## src/whd_pkg.sv

```systemverilog
`default_nettype none
// ----------------------------------------------------------------------------
// whd_pkg
// Shared constants, types and helper functions of the waypoint planner.
// ----------------------------------------------------------------------------
package whd_pkg;

   localparam int TABLE_DEPTH  = 32;
   localparam int COORD_BITS   = 8;
   localparam int IDX_BITS     = $clog2(TABLE_DEPTH);
   localparam int TC_BITS      = 6;
   localparam int SLOT_BITS    = 5;
   localparam int CNT_BITS     = (IDX_BITS + 1 > TC_BITS) ? IDX_BITS + 1 : TC_BITS;

   localparam int FRAC_BITS    = 16;
   localparam int XY_BITS      = COORD_BITS + FRAC_BITS + 4;
   localparam int ANGLE_BITS   = 23;
   localparam int Z_BITS       = 25;
   localparam int CORDIC_STEPS = 16;

   localparam int ROOT_BITS    = COORD_BITS + 9;
   localparam int N_BITS       = 2 * ROOT_BITS;
   localparam int REM_BITS     = ROOT_BITS + 3;
   localparam int STEP_BITS    = $clog2(ROOT_BITS);

   localparam int HEADING_BITS = 16;
   localparam int DIST_BITS    = 17;
   localparam int DIST_MAX     = (2 ** DIST_BITS) - 1;
   localparam int DEG90        = 90 * 128;
   localparam int DEG180       = 180 * 128;
   localparam int Z_90         = 90 * 65536;
   localparam int ROUND_SHIFT  = 9;
   localparam int ROUND_HALF   = 256;

   typedef struct packed {
      logic load;
      logic scan_start;
      logic scan_next;
      logic setup_leg;
      logic setup_home;
      logic iterate;
      logic emit;
      logic emit_home;
   } whd_cmd_type;

   typedef struct packed {
      logic scan_end;
      logic scan_hit;
      logic home_now;
      logic iter_last;
      logic out_free;
   } whd_status_type;

   // atan(2^-i) in 2^-16 degree
   function automatic logic [ANGLE_BITS-1:0] cordic_angle(input logic [3:0] i);
      logic [ANGLE_BITS-1:0] a;
      unique case (i)
         4'd0:  a = ANGLE_BITS'(2949120);
         4'd1:  a = ANGLE_BITS'(1740967);
         4'd2:  a = ANGLE_BITS'(919879);
         4'd3:  a = ANGLE_BITS'(466945);
         4'd4:  a = ANGLE_BITS'(234379);
         4'd5:  a = ANGLE_BITS'(117304);
         4'd6:  a = ANGLE_BITS'(58666);
         4'd7:  a = ANGLE_BITS'(29335);
         4'd8:  a = ANGLE_BITS'(14668);
         4'd9:  a = ANGLE_BITS'(7334);
         4'd10: a = ANGLE_BITS'(3667);
         4'd11: a = ANGLE_BITS'(1833);
         4'd12: a = ANGLE_BITS'(917);
         4'd13: a = ANGLE_BITS'(458);
         4'd14: a = ANGLE_BITS'(229);
         4'd15: a = ANGLE_BITS'(115);
         default: a = '0;
      endcase
      return a;
   endfunction

   // arithmetic shift that truncates toward zero
   function automatic logic signed [XY_BITS-1:0] shift_down(
      input logic signed [XY_BITS-1:0] v,
      input logic [3:0]                s
   );
      logic [XY_BITS-1:0] mag;
      logic [XY_BITS-1:0] res;
      mag = v[XY_BITS-1] ? (~v + 1'b1) : v;
      res = mag >> s;
      if (v[XY_BITS-1]) res = ~res + 1'b1;
      return signed'(res);
   endfunction

endpackage
`default_nettype wire

```

## src/whd_ram.sv

```systemverilog
`default_nettype none
// ----------------------------------------------------------------------------
// whd_ram
// Generic single-write, single-read RAM with registered read data.
// ----------------------------------------------------------------------------
module whd_ram #(
   parameter int WIDTH = 8,
   parameter int DEPTH = 32
) (
   input  wire logic                     clock,
   input  wire logic                     wr_en,
   input  wire logic [$clog2(DEPTH)-1:0] wr_addr,
   input  wire logic [WIDTH-1:0]         wr_data,
   input  wire logic [$clog2(DEPTH)-1:0] rd_addr,
   output logic      [WIDTH-1:0]         rd_data
);

   logic [WIDTH-1:0] mem [DEPTH];
   logic [WIDTH-1:0] rd_data_ff;

   always_ff @(posedge clock) begin
      if (wr_en) begin
         mem[wr_addr] <= wr_data;
      end
      rd_data_ff <= mem[rd_addr];
   end

   assign rd_data = rd_data_ff;

endmodule
`default_nettype wire

```

## src/whd_datapath.sv

```systemverilog
`default_nettype none
// ----------------------------------------------------------------------------
// whd_datapath
// Target table, position, shared CORDIC and square-root units, result register.
// ----------------------------------------------------------------------------
module whd_datapath (
   input  wire logic                                clock,
   input  wire logic                                reset,
   input  wire whd_pkg::whd_cmd_type                cmd,
   output whd_pkg::whd_status_type                  status,
   input  wire logic                                csr_valid,
   input  wire logic [whd_pkg::TC_BITS-1:0]         csr_target_count,
   input  wire logic [whd_pkg::SLOT_BITS-1:0]       req_slot,
   input  wire logic [whd_pkg::COORD_BITS-1:0]      req_target_x,
   input  wire logic [whd_pkg::COORD_BITS-1:0]      req_target_y,
   input  wire logic                                req_pending,
   input  wire logic                                rsp_ready,
   output logic                                     rsp_valid,
   output logic signed [whd_pkg::HEADING_BITS-1:0]  rsp_heading,
   output logic [whd_pkg::DIST_BITS-1:0]            rsp_distance,
   output logic                                     rsp_home_leg,
   output logic                                     rsp_last
);
   import whd_pkg::*;

   localparam int CB = COORD_BITS;

   // control state
   logic [TC_BITS-1:0]     tc_ff;
   logic [TABLE_DEPTH-1:0] pend_ff;
   logic [CB-1:0]          pos_x_ff, pos_y_ff;
   logic [TC_BITS-1:0]     visited_ff;
   logic                   rsp_valid_ff;

   // work registers
   logic [CNT_BITS-1:0]        idx_ff;
   logic [STEP_BITS-1:0]       step_ff;
   logic signed [XY_BITS-1:0]  cx_ff, cy_ff;
   logic signed [Z_BITS-1:0]   cz_ff;
   logic [N_BITS-1:0]          n_ff;
   logic [REM_BITS-1:0]        rem_ff;
   logic [ROOT_BITS-1:0]       root_ff;
   logic                       hx_zero_ff, right_ff, below_ff, above_ff;
   logic signed [HEADING_BITS-1:0] heading_ff;
   logic [DIST_BITS-1:0]       distance_ff;
   logic                       home_leg_ff, last_ff;

   // table
   logic [CNT_BITS-1:0] slot_ext, scan_len, tc_ext;
   logic                slot_ok;
   logic                wr_en;
   logic [IDX_BITS-1:0] wr_addr;
   logic [2*CB-1:0]     wr_data, rd_data;
   logic [CB-1:0]       gx, gy;

   assign slot_ext = CNT_BITS'(req_slot);
   assign slot_ok  = slot_ext < CNT_BITS'(TABLE_DEPTH);
   assign tc_ext   = CNT_BITS'(tc_ff);
   assign scan_len = (tc_ext > CNT_BITS'(TABLE_DEPTH)) ? CNT_BITS'(TABLE_DEPTH) : tc_ext;
   assign gx       = rd_data[2*CB-1:CB];
   assign gy       = rd_data[CB-1:0];

   // leg setup: unit step toward the position along the larger axis, y on a tie
   logic [CB-1:0]   hx0, hy0, mtx, mty, mhx, mhy, tx, ty, hx, hy;
   logic [2*CB-1:0] hx_sq, hy_sq;
   logic [2*CB:0]   sq;
   logic [N_BITS-1:0] n_init;

   always_comb begin
      hx0 = (gx > pos_x_ff) ? gx - pos_x_ff : pos_x_ff - gx;
      hy0 = (gy > pos_y_ff) ? gy - pos_y_ff : pos_y_ff - gy;
      mtx = gx;
      mty = gy;
      mhx = hx0;
      mhy = hy0;
      if (hy0 >= hx0) begin
         if (hy0 != '0) begin
            mhy = hy0 - 1'b1;
            mty = (gy >= pos_y_ff) ? gy - 1'b1 : gy + 1'b1;
         end
      end else begin
         mhx = hx0 - 1'b1;
         mtx = (gx >= pos_x_ff) ? gx - 1'b1 : gx + 1'b1;
      end
      if (cmd.setup_home) begin
         tx = '0;
         ty = '0;
         hx = pos_x_ff;
         hy = pos_y_ff;
      end else begin
         tx = mtx;
         ty = mty;
         hx = mhx;
         hy = mhy;
      end
      hx_sq  = hx * hx;
      hy_sq  = hy * hy;
      sq     = {1'b0, hx_sq} + {1'b0, hy_sq};
      n_init = N_BITS'({sq, {FRAC_BITS{1'b0}}});
   end

   assign wr_en   = (cmd.load && slot_ok) || cmd.setup_leg;
   assign wr_addr = cmd.setup_leg ? idx_ff[IDX_BITS-1:0] : slot_ext[IDX_BITS-1:0];
   assign wr_data = cmd.setup_leg ? {tx, ty} : {req_target_x, req_target_y};

   whd_ram #(
      .WIDTH (2 * CB),
      .DEPTH (TABLE_DEPTH)
   ) u_table (
      .clock   (clock),
      .wr_en   (wr_en),
      .wr_addr (wr_addr),
      .wr_data (wr_data),
      .rd_addr (idx_ff[IDX_BITS-1:0]),
      .rd_data (rd_data)
   );

   // each iterate cycle: one root digit, and a CORDIC step if step < 16 and y != 0
   logic [3:0]                sft;
   logic                      cordic_on;
   logic signed [XY_BITS-1:0] sx, sy;
   logic signed [Z_BITS-1:0]  ang;
   logic [REM_BITS-1:0]       raw, trial;
   logic                      digit;

   always_comb begin
      sft       = step_ff[3:0];
      cordic_on = (step_ff < STEP_BITS'(CORDIC_STEPS)) && (cy_ff != '0);
      sx        = shift_down(cx_ff, sft);
      sy        = shift_down(cy_ff, sft);
      ang       = Z_BITS'(cordic_angle(sft));
      raw       = {rem_ff[REM_BITS-3:0], n_ff[N_BITS-1 -: 2]};
      trial     = REM_BITS'({root_ff, 2'b01});
      digit     = raw >= trial;
   end

   // result formatting
   logic [Z_BITS-2:0]             zc;
   logic [Z_BITS-1:0]             zr;
   logic signed [HEADING_BITS-1:0] a, deg90, deg180, head;
   logic [ROOT_BITS:0]            dist_r;

   always_comb begin
      deg90  = HEADING_BITS'(DEG90);
      deg180 = HEADING_BITS'(DEG180);
      if (cz_ff[Z_BITS-1]) begin
         zc = '0;
      end else if (cz_ff[Z_BITS-2:0] > (Z_BITS-1)'(Z_90)) begin
         zc = (Z_BITS-1)'(Z_90);
      end else begin
         zc = cz_ff[Z_BITS-2:0];
      end
      zr = {1'b0, zc} + Z_BITS'(ROUND_HALF);
      a  = HEADING_BITS'(zr >> ROUND_SHIFT);
      if (hx_zero_ff) begin
         head = above_ff ? '0 : deg180;
      end else if (right_ff) begin
         head = below_ff ? (-deg90 - a) : (a - deg90);
      end else begin
         head = below_ff ? (a + deg90) : (deg90 - a);
      end
      dist_r = {1'b0, root_ff} + (ROOT_BITS+1)'(rem_ff > REM_BITS'(root_ff));
   end

   always_ff @(posedge clock) begin
      if (reset) begin
         tc_ff        <= '0;
         pend_ff      <= '0;
         pos_x_ff     <= '0;
         pos_y_ff     <= '0;
         visited_ff   <= '0;
         rsp_valid_ff <= 1'b0;
      end else begin
         if (csr_valid) begin
            tc_ff <= csr_target_count;
         end
         if (cmd.load && slot_ok) begin
            pend_ff[slot_ext[IDX_BITS-1:0]] <= req_pending;
         end
         if (cmd.setup_leg) begin
            pend_ff[idx_ff[IDX_BITS-1:0]] <= 1'b0;
            pos_x_ff   <= tx;
            pos_y_ff   <= ty;
            visited_ff <= visited_ff + 1'b1;
         end
         if (cmd.emit) begin
            rsp_valid_ff <= 1'b1;
         end else if (rsp_ready) begin
            rsp_valid_ff <= 1'b0;
         end
      end
   end

   always_ff @(posedge clock) begin
      if (cmd.scan_start) begin
         idx_ff <= '0;
      end else if (cmd.scan_next) begin
         idx_ff <= idx_ff + 1'b1;
      end
      if (cmd.setup_leg || cmd.setup_home) begin
         cx_ff      <= XY_BITS'({hx, {FRAC_BITS{1'b0}}});
         cy_ff      <= XY_BITS'({hy, {FRAC_BITS{1'b0}}});
         cz_ff      <= '0;
         n_ff       <= n_init;
         rem_ff     <= '0;
         root_ff    <= '0;
         step_ff    <= '0;
         hx_zero_ff <= (hx == '0);
         right_ff   <= tx > pos_x_ff;
         below_ff   <= ty < pos_y_ff;
         above_ff   <= ty > pos_y_ff;
      end else if (cmd.iterate) begin
         step_ff <= step_ff + 1'b1;
         if (cordic_on) begin
            if (!cy_ff[XY_BITS-1]) begin
               cx_ff <= cx_ff + sy;
               cy_ff <= cy_ff - sx;
               cz_ff <= cz_ff + ang;
            end else begin
               cx_ff <= cx_ff - sy;
               cy_ff <= cy_ff + sx;
               cz_ff <= cz_ff - ang;
            end
         end
         n_ff    <= n_ff << 2;
         rem_ff  <= digit ? raw - trial : raw;
         root_ff <= {root_ff[ROOT_BITS-2:0], digit};
      end
      if (cmd.emit) begin
         heading_ff  <= head;
         distance_ff <= (dist_r > (ROOT_BITS+1)'(DIST_MAX)) ? DIST_BITS'(DIST_MAX)
                                                           : DIST_BITS'(dist_r);
         home_leg_ff <= cmd.emit_home;
         last_ff     <= cmd.emit_home || !status.home_now;
      end
   end

   always_comb begin
      status.scan_end  = idx_ff >= scan_len;
      status.scan_hit  = pend_ff[idx_ff[IDX_BITS-1:0]];
      status.home_now  = (tc_ff != '0) && (visited_ff == TC_BITS'(tc_ff - 1'b1));
      status.iter_last = step_ff == STEP_BITS'(ROOT_BITS - 1);
      status.out_free  = !rsp_valid_ff || rsp_ready;
   end

   assign rsp_valid    = rsp_valid_ff;
   assign rsp_heading  = heading_ff;
   assign rsp_distance = distance_ff;
   assign rsp_home_leg = home_leg_ff;
   assign rsp_last     = last_ff;

   a_emit_shows: assert property (@(posedge clock) disable iff (reset)
      cmd.emit |=> rsp_valid_ff)
      else $error("result register not loaded");

   a_leg_clears: assert property (@(posedge clock) disable iff (reset)
      cmd.setup_leg |=> !pend_ff[$past(idx_ff[IDX_BITS-1:0])])
      else $error("visited slot still pending");

endmodule
`default_nettype wire

```

## src/whd_ctrl.sv

```systemverilog
`default_nettype none
// ----------------------------------------------------------------------------
// whd_ctrl
// Sequencer: slot scan, leg setup, iteration, result hand-off, origin leg.
// ----------------------------------------------------------------------------
module whd_ctrl (
   input  wire logic                    clock,
   input  wire logic                    reset,
   input  wire logic                    req_valid,
   input  wire logic                    req_action,
   output logic                         req_ready,
   input  wire whd_pkg::whd_status_type status,
   output whd_pkg::whd_cmd_type         cmd
);
   import whd_pkg::*;

   typedef enum logic [2:0] {
      ST_IDLE,
      ST_SCAN,
      ST_READ,
      ST_ITER,
      ST_EMIT,
      ST_HOME_CHECK
   } state_type;

   state_type state_ff, state_in;
   logic      home_ff, home_in;

   always_comb begin
      state_in  = state_ff;
      home_in   = home_ff;
      cmd       = '0;
      req_ready = 1'b0;
      unique case (state_ff)
         ST_IDLE: begin
            req_ready = 1'b1;
            if (req_valid) begin
               if (req_action) begin
                  cmd.scan_start = 1'b1;
                  state_in       = ST_SCAN;
               end else begin
                  cmd.load = 1'b1;
               end
            end
         end
         ST_SCAN: begin
            priority if (status.scan_end) begin
               state_in = ST_HOME_CHECK;
            end else if (status.scan_hit) begin
               state_in = ST_READ;
            end else begin
               cmd.scan_next = 1'b1;
            end
         end
         ST_READ: begin
            cmd.setup_leg = 1'b1;
            home_in       = 1'b0;
            state_in      = ST_ITER;
         end
         ST_ITER: begin
            cmd.iterate = 1'b1;
            if (status.iter_last) begin
               state_in = ST_EMIT;
            end
         end
         ST_EMIT: begin
            if (status.out_free) begin
               cmd.emit      = 1'b1;
               cmd.emit_home = home_ff;
               state_in      = home_ff ? ST_IDLE : ST_HOME_CHECK;
            end
         end
         ST_HOME_CHECK: begin
            if (status.home_now) begin
               cmd.setup_home = 1'b1;
               home_in        = 1'b1;
               state_in       = ST_ITER;
            end else begin
               state_in = ST_IDLE;
            end
         end
         default: begin
            state_in = ST_IDLE;
         end
      endcase
   end

   always_ff @(posedge clock) begin
      if (reset) begin
         state_ff <= ST_IDLE;
         home_ff  <= 1'b0;
      end else begin
         state_ff <= state_in;
         home_ff  <= home_in;
      end
   end

   a_emit_free: assert property (@(posedge clock) disable iff (reset)
      cmd.emit |-> status.out_free)
      else $error("result overwritten");

   a_setup_iter: assert property (@(posedge clock) disable iff (reset)
      (cmd.setup_leg || cmd.setup_home) |=> cmd.iterate)
      else $error("setup not followed by iteration");

endmodule
`default_nettype wire

```

## src/waypoint_heading_distance.sv

```systemverilog
`default_nettype none
// ----------------------------------------------------------------------------
// waypoint_heading_distance
// Route planner: target table, next-leg heading and distance, origin return.
// ----------------------------------------------------------------------------
// Usage:
//   csr_* writes target_count (slots scanned per plan item, at most 32).
//   Write it only while the block is idle; csr_ready is always high.
//   req_* carries one item: action 0 loads slot/target_x/target_y/pending
//   into the table and produces no result. Action 1 plans the next leg
//   and yields zero, one or two rsp_* items.
//   Plan sequence: the scan walks one slot per cycle (up to 32), then one
//   table read sets up the leg, then the CORDIC unit and the square-root
//   unit iterate together, then the result register is loaded, then the
//   origin check runs; a scan that finds no pending slot goes straight to
//   the origin check. An origin leg adds another iterate and load pass
//   before the sequencer is idle and takes the next item. The scan and the
//   shared iterative units set the rate; one item is worked at a time.
//   The result sits in an output register. While the receiver stalls, the
//   sequencer waits only when it has a new result to load and the previous
//   one is still held; no input item is taken while it waits.
//   Reset (synchronous, active high) clears target_count, pending marks,
//   position and visited count; table coordinates stay undefined until
//   loaded.
// ----------------------------------------------------------------------------
module waypoint_heading_distance (
   input  wire logic                                clock,
   input  wire logic                                reset,
   // configuration
   input  wire logic                                csr_valid,
   output logic                                     csr_ready,
   input  wire logic [whd_pkg::TC_BITS-1:0]         csr_target_count,
   // input items
   input  wire logic                                req_valid,
   output logic                                     req_ready,
   input  wire logic                                req_action,
   input  wire logic [whd_pkg::SLOT_BITS-1:0]       req_slot,
   input  wire logic [whd_pkg::COORD_BITS-1:0]      req_target_x,
   input  wire logic [whd_pkg::COORD_BITS-1:0]      req_target_y,
   input  wire logic                                req_pending,
   // result items
   output logic                                     rsp_valid,
   input  wire logic                                rsp_ready,
   output logic signed [whd_pkg::HEADING_BITS-1:0]  rsp_heading,
   output logic [whd_pkg::DIST_BITS-1:0]            rsp_distance,
   output logic                                     rsp_home_leg,
   output logic                                     rsp_last
);
   import whd_pkg::*;

   whd_cmd_type    cmd;
   whd_status_type status;

   // register writes are never stalled
   assign csr_ready = 1'b1;

   whd_ctrl u_ctrl (
      .clock      (clock),
      .reset      (reset),
      .req_valid  (req_valid),
      .req_action (req_action),
      .req_ready  (req_ready),
      .status     (status),
      .cmd        (cmd)
   );

   whd_datapath u_datapath (
      .clock            (clock),
      .reset            (reset),
      .cmd              (cmd),
      .status           (status),
      .csr_valid        (csr_valid),
      .csr_target_count (csr_target_count),
      .req_slot         (req_slot),
      .req_target_x     (req_target_x),
      .req_target_y     (req_target_y),
      .req_pending      (req_pending),
      .rsp_ready        (rsp_ready),
      .rsp_valid        (rsp_valid),
      .rsp_heading      (rsp_heading),
      .rsp_distance     (rsp_distance),
      .rsp_home_leg     (rsp_home_leg),
      .rsp_last         (rsp_last)
   );

endmodule
`default_nettype wire

```

## config.mk

```make
export PLATFORM = sky130hd
export DESIGN_NAME = waypoint_heading_distance
export DESIGN_NICKNAME = d
export VERILOG_FILES = /design/src/whd_pkg.sv /design/src/whd_ram.sv /design/src/whd_datapath.sv /design/src/whd_ctrl.sv /design/src/waypoint_heading_distance.sv
export SDC_FILE = /design/constraint.sdc
export NUM_CORES = 2
export LEC_CHECK = 0
export ABC_AREA = 1
export BUFFER_PORTS_ARGS = -buffer_cell sky130_fd_sc_hd__buf_2
export CAP_MARGIN = 20
export CORE_UTILIZATION = 42
export DETAILED_ROUTE_END_ITERATION = 10
export PLACE_DENSITY = 0.6
export SYNTH_ARGS = -nofsm -noshare
export SYNTH_HDL_FRONTEND = slang
export SYNTH_SLANG_ARGS = --single-unit
```

## constraint.sdc

```tcl
create_clock -name clock -period 10.45 [get_ports clock]
set_clock_uncertainty 0.15 [all_clocks]
set_input_delay 2.09 -clock clock [delete_from_list [all_inputs] [get_ports clock]]
set_output_delay 2.09 -clock clock [all_outputs]
set_load 0.05 [all_outputs]
```

### Word level (Yosys, flattened, before mapping)

Memories as Yosys holds them, arrays and structs flattened. A register that Yosys moved wholly into a read port is not among the register bits.
Cells that the tools add are included.
Widths: inputs -> output; s select.

| operators by class | value |
|---|---|
| bitwise logic cells | 6 |
| $add $sub $neg | 32 |
| reduce and logical (&&, ||, !) cells | 24 |
| shifts and indexed selects | 2 |
| magnitude comparators | 20 |
| equality and inequality tests | 13 |
| muxes and demuxes | 81 |
| $mul | 2 |

Operators with widths:

| kind | number |
|---|---|
| $mux 24 | 8 |
| $mux 28 | 6 |
| $add 28x1->28 const B | 4 |
| $mux 8 | 14 |
| $not 28->28 | 4 |
| $mux 32 | 3 |
| $mux 16 | 5 |
| $mux 33 | 2 |
| $add 28x28->28 | 2 |
| $shr 28x4->28 | 2 |
| $sub 28x28->28 | 2 |
| $and 32x32->32 | 1 |
| $bwmux 32 | 1 |
| $gt 8x8->1 | 4 |
| $mul 8x8->16 | 2 |
| $not 32->32 | 1 |
| $sub 15x16->16 const A | 2 |
| $sub 8x1->8 const B | 4 |
| $sub 8x8->8 | 4 |
| $reduce_bool 28->1 | 1 |
| $add 24x9->25 const B | 1 |
| $add 25x24->25 | 1 |
| $mux 25 | 1 |
| $sub 25x24->25 | 1 |
| 50 further kinds | 104 |

| storage, ports and cells | value |
|---|---|
| register bits | 251 |
| input port bits | 34 |
| memories | 2 |
| RAM bits | 512 |
| ROM bits | 352 |

Memory list:

| name | words | width | rd ports | clocked after Yosys merged registers in | write ports | line | RTL |
|---|---|---|---|---|---|---|---|
| u_datapath.u_table.mem | 32 | 16 | 1 | 1 | 1 | whd_ram.sv:18 | `logic [WIDTH-1:0] mem [DEPTH];` |
| (name not given) | 16 | 22 | 1 | 1 | 0 | whd_pkg.sv:57 | `unique case (i)` |

### Depth between registers and ports, before layout

| logic depth | value |
|---|---|
| depth after elaboration | 12 |
| gate-level depth with buffers | 59 |
| mapped depth without buffers | 59 |

### By module

From an unflattened synthesis, not the netlist that was laid out.

| second synthesis, totals | value |
|---|---|
| cell total of the unflattened synthesis | 6637 |
| area, all modules | 52930.8 µm² |

By module, submodules not included:

| module | sequential area each (µm²) | cells each | area an instance (µm²) | instances |
|---|---|---|---|---|
| whd_datapath | 6105.9 | 4789 | 31302.5 | 1 |
| whd_ram | 15695.1 | 1794 | 21301.7 | 1 |
| whd_ctrl | 80.1 | 52 | 315.3 | 1 |
| waypoint_heading_distance | 0.0 | 2 | 11.3 | 1 |

### Worst setup path before layout

Ideal clock, no wire load.

| timing | value |
|---|---|
| kind | register -> register |
| from | reg u_datapath.u_table.rd_data_ff[8], in the netlist u_datapath.u_table.rd_data[8] (read register of u_datapath.u_table.mem) |
| to | reg u_datapath.n_ff[32] (data pin) |
| slack | 1.250 ns |
| data required time | 10.032 ns |
| stages on the path, launching flop included | 55 |
| arrival | 8.782 ns |
| buffers on the path | 2 |
| library setup time | 0.268 ns |
| path through | dfxtp_1 inv_1 ha_1 inv_1 fa_1 inv_1 o21ai_1 nand2_1 o211ai_2 nand2_4 mux2i_2 o22ai_1 a21oi_1 o211ai_1 xnor2_1 ha_1 nand2_1 nor2_1 (+19 left out) inv_1 ha_1 a21oi_1 inv_1 a21oi_1 o21ai_0 and2_1 nor2_1 o21bai_1 nand2_1 inv_1 o21ai_0 nand2_1 a21oi_1 nor2_1 nor2_1 xor2_1 o21ai_0 |

| on the way | value |
|---|---|
| word-level cells in the longest chain between the ends | 8 |
| elaborated cells on any way between the ends | 14 |
| classes of those cells | add/sub (4); mul (2); order compare (2); mux (6) |

Ends and longest elaborated chain:

| what | line | RTL |
|---|---|---|
| start: declaration | whd_ram.sv:19 | `logic [WIDTH-1:0] rd_data_ff;` |
| $sub 8x8->8 / $gt 8x8->1 (equally long branches) | whd_datapath.sv:70 | `hx0 = (gx > pos_x_ff) ? gx - pos_x_ff : pos_x_ff - gx;` |
| $mux 8 (*) | whd_datapath.sv:70 |  |
| $sub 8x1->8 / $ge 8x8->1 (equally long branches) | whd_datapath.sv:82, whd_datapath.sv:76 |  |
| $mux 8 | whd_datapath.sv:76 | `if (hy0 >= hx0) begin` |
| $mux 8 | whd_datapath.sv:85 | `if (cmd.setup_home) begin` |
| $mul 8x8->16, on equally long branches | whd_datapath.sv:96, whd_datapath.sv:97 |  |
| $add 16x16->17 (*) | whd_datapath.sv:98 | `sq = {1'b0, hx_sq} + {1'b0, hy_sq};` |
| $mux 33 (*) | whd_datapath.sv:200 | `if (cmd.setup_leg \|\| cmd.setup_home) begin` |
| end signal: assignment | whd_datapath.sv:204 | `n_ff <= n_init;` |
| end signal: assignment | whd_datapath.sv:225 | `n_ff <= n_ff << 2;` |
| end: declaration | whd_datapath.sv:40 | `logic [N_BITS-1:0] n_ff;` |

Mark *: on every way between the ends. The rest lies on a longest branch, timed or not.
A chain may end at the register's enable or synchronous reset.

### Final worst setup path

Same ends and word-level chain as after synthesis.

==> impl_metrics.env <==
export IMPL_cp_top_family="adder cells"
export IMPL_status="completed"
export IMPL_grt_start_max_net_pins=198
export IMPL_die_h_um=352
export IMPL_synth_xor_area_share_pct=3.12
export IMPL_cap_violations=0
export IMPL_final_common_cell="nand2_1"
export IMPL_hold_class="reg2reg"
export IMPL_setup_worst_path_end_class="flop"
export IMPL_cts_tree="yes"
export IMPL_critPathKind="reg2reg"
export IMPL_dp_cells=7804
export IMPL_worst_path_buf_inv=11
export IMPL_syn_area_per_cell_um2=8.22
export IMPL_area_growth_pct=10.4
export IMPL_layout_drive_gt1_share_pct=9.55
export IMPL_synth_top_family_by_area="simple AND/OR/NAND/NOR gates"
export IMPL_dp_hpwl_mm=107
export IMPL_ys_flop_type="edfxtp_1"
export IMPL_drc=0
export IMPL_cp_arrival_ns=10.05
export IMPL_portBuffers=70
export IMPL_stdcell_count=7989
export IMPL_synth_fp_nets=6629
export IMPL_first_pass_iters=8
export IMPL_synth_seq_cells=801
export IMPL_slowest_delay_ns=0.54
export IMPL_worst_slew_margin_rel_pct=22.1
export IMPL_num_nets_final=6659
export IMPL_gp_congestion=0.932
export IMPL_grt_pass1_wl_mm=236
export IMPL_synth_cells=6260
export IMPL_vias=43600
export IMPL_rows=128
export IMPL_nFillCells=11900
export IMPL_cts_sinks=801
export IMPL_final_cell_mix="1162 x nand2_1, 720 x nor2_1, 646 x inv_1"
export IMPL_period_minus_slack_ns=9.81
export IMPL_antenna_found_initial=2
export IMPL_clock_path_buffers=3
export IMPL_numCtsBuffers=91
export IMPL_synth_compound_area_share_pct=14.4
export IMPL_die_area_um2=124000
export IMPL_post_drt_wl_per_cell_um=19.1
export IMPL_slowest_stage="fa_1"
export IMPL_pin_count=72
export IMPL_htreeDepth=3
export IMPL_hold_violations=0
export IMPL_root_buffer="clkbuf_16"
export IMPL_cpMostUsedCell="inv_1"
export IMPL_synth_distinct_cells=72
export IMPL_drv_slew=0
export IMPL_overflow=0
export IMPL_diodes=0
export IMPL_grtUsageTotal_pct=24.0
export IMPL_initial_core_util_pct=42.3
export IMPL_whs_ns=0.306
export IMPL_async_flop_share_pct=0
export IMPL_required_ns=10.69
export IMPL_startpoint_type="flop"
export IMPL_drt_wl_total_mm=153
export IMPL_fp_coreArea_um2=122000
export IMPL_setup_violations=0
export IMPL_clk_pin_slew_ns=0.07
export IMPL_first_global_vias=41500
export IMPL_synthSimpleGateAreaFrac_pct=23.4
export IMPL_ant_nets=0
export IMPL_min_period_over_period_pct=93.9
export IMPL_vias_per_cell=5.45
export IMPL_synth_mux_area_share_pct=0.109
export IMPL_fmax_mhz=102
export IMPL_clock_latency_ns=0.73
export IMPL_syn_cell_area_um2=51500
export IMPL_synth_edf_count=584
export IMPL_seq_area_frac_synth_pct=42.5
export IMPL_die_w_um=352
export IMPL_drt_iter0_drc=3888
export IMPL_ys_warnings_count=0
export IMPL_yosys_area_share_adder_pct=9.39
export IMPL_tightest_slew_ns=1.16
export IMPL_worstPathMaxFanout=9
[per-layer routing]
| metal | vias up | routed length, um | global-route usage (%) |
|---|---|---|---|
| met2 | 1230 | 71400 | 39.6 |
| li1 | 21400 | - | - |
| met1 | 20700 | 69400 | 33.1 |
| met5 | - | 22 | 0 |
| met3 | 212 | 8080 | 2.56 |
| met4 | 4 | 4090 | 7.14 |
[repair_timing]
action | CTS | global route
endpoints found under the setup margin | 0 | 4
resized for setup | 0 | 8
hold buffers | 0 | 0
setup buffers | 0 | 10
[registers in the layout, summed over array words and instances, names as in the netlist, 3 cells and up]
signal,count
u_ctrl.state_ff,3
u_datapath.ang,22
u_datapath.cx_ff,28
u_datapath.cy_ff,28
u_datapath.cz_ff,25
u_datapath.idx_ff,6
u_datapath.n_ff,18
u_datapath.pend_ff,32
u_datapath.pos_x_ff,8
u_datapath.pos_y_ff,8
u_datapath.rem_ff,20
u_datapath.root_ff,17
u_datapath.rsp_distance,17
u_datapath.rsp_heading,16
u_datapath.step_ff,5
u_datapath.tc_ext,6
u_datapath.u_table.mem,512
u_datapath.u_table.rd_data,16
u_datapath.visited_ff,6
[worst min-delay path, cell delays in order, from the launching register on]
cell and delay, ns:
dfxtp_1 0.30, inv_1 0.05, a211oi_1 0.06
[metrics by stage]
| stage | util, % | worst slack, ns | instance area [um^2] | setup TNS, ns |
|---|---|---|---|---|
| final | 46.7 | 0.640 | 56800 | 0 |
| after global routing | 46.7 | -0.0152 | 56800 | -0.0152 |
| after CTS | 46.5 | 0.176 | 56600 | 0 |
| after detailed placement | 44.1 | 0.243 | 53600 | 0 |
| after global placement | 44.0 | 0.320 | 53600 | 0 |
| after floorplan | - | 1.25 | 51500 | 0 |
[synth_stat cells (31+ instances only)]
library cell | instances | area [um^2]
o21ai_0 | 533 | 2670
dfxtp_1 | 217 | 4340
nand2_2 | 74 | 463
buf_2 | 49 | 245
inv_2 | 31 | 116
edfxtp_1 | 584 | 17500
a221oi_1 | 35 | 307
nand3_1 | 477 | 2390
a22o_1 | 33 | 289
nand2_1 | 1164 | 4370
nor2_1 | 728 | 2730
inv_1 | 649 | 2440
clkbuf_1 | 168 | 631
xnor2_1 | 58 | 508
nand4_1 | 57 | 357
nor3_1 | 70 | 350
a21oi_1 | 280 | 1400
fa_1 | 85 | 1700
ha_1 | 250 | 3130
nor2_2 | 39 | 244
o22ai_1 | 178 | 1110
xor2_1 | 118 | 1030
o21ai_1 | 32 | 160
nand3_2 | 34 | 340
[area by class of cell]
| class | instances | area, um^2 | share of cell area [%] |
|---|---|---|---|
| multi-input combinational | 4524 | 26000 | 45.8 |
| timing repair buffer | 184 | 1320 | 2.33 |
| inverter | 688 | 2600 | 4.58 |
| clock buffer | 113 | 2380 | 4.19 |
| tap | 1625 | 2030 | 3.58 |
| sequential | 801 | 21900 | 38.5 |
| clock inverter | 54 | 564 | 0.993 |
[worst paths after layout]
kind | startpoint | slack (ns) | cells after the start | to
worst max-delay path | u_datapath.u_table.rd_data[8] | 0.64 | 53 | u_datapath.n_ff[32]
worst min register to register | u_datapath.pend_ff[24] | 0.31 | 2 | u_datapath.pend_ff[24]
worst min-delay path | u_datapath.pend_ff[24] | 0.31 | 2 | u_datapath.pend_ff[24]
worst max register to register | u_datapath.u_table.rd_data[8] | 0.64 | 53 | u_datapath.n_ff[32]
[kinds of logic after synthesis]
family          after synthesis
flops                       801
simple gates               2731
buf+inv                     935
other cells                   1
fa+ha+maj                   335
mux                           5
xor+xnor                    180
compound gates             1272
Power is left out: the tool's default activity adds up to more than one toggle a clock period on the data nets, which glitch-free logic cannot reach.
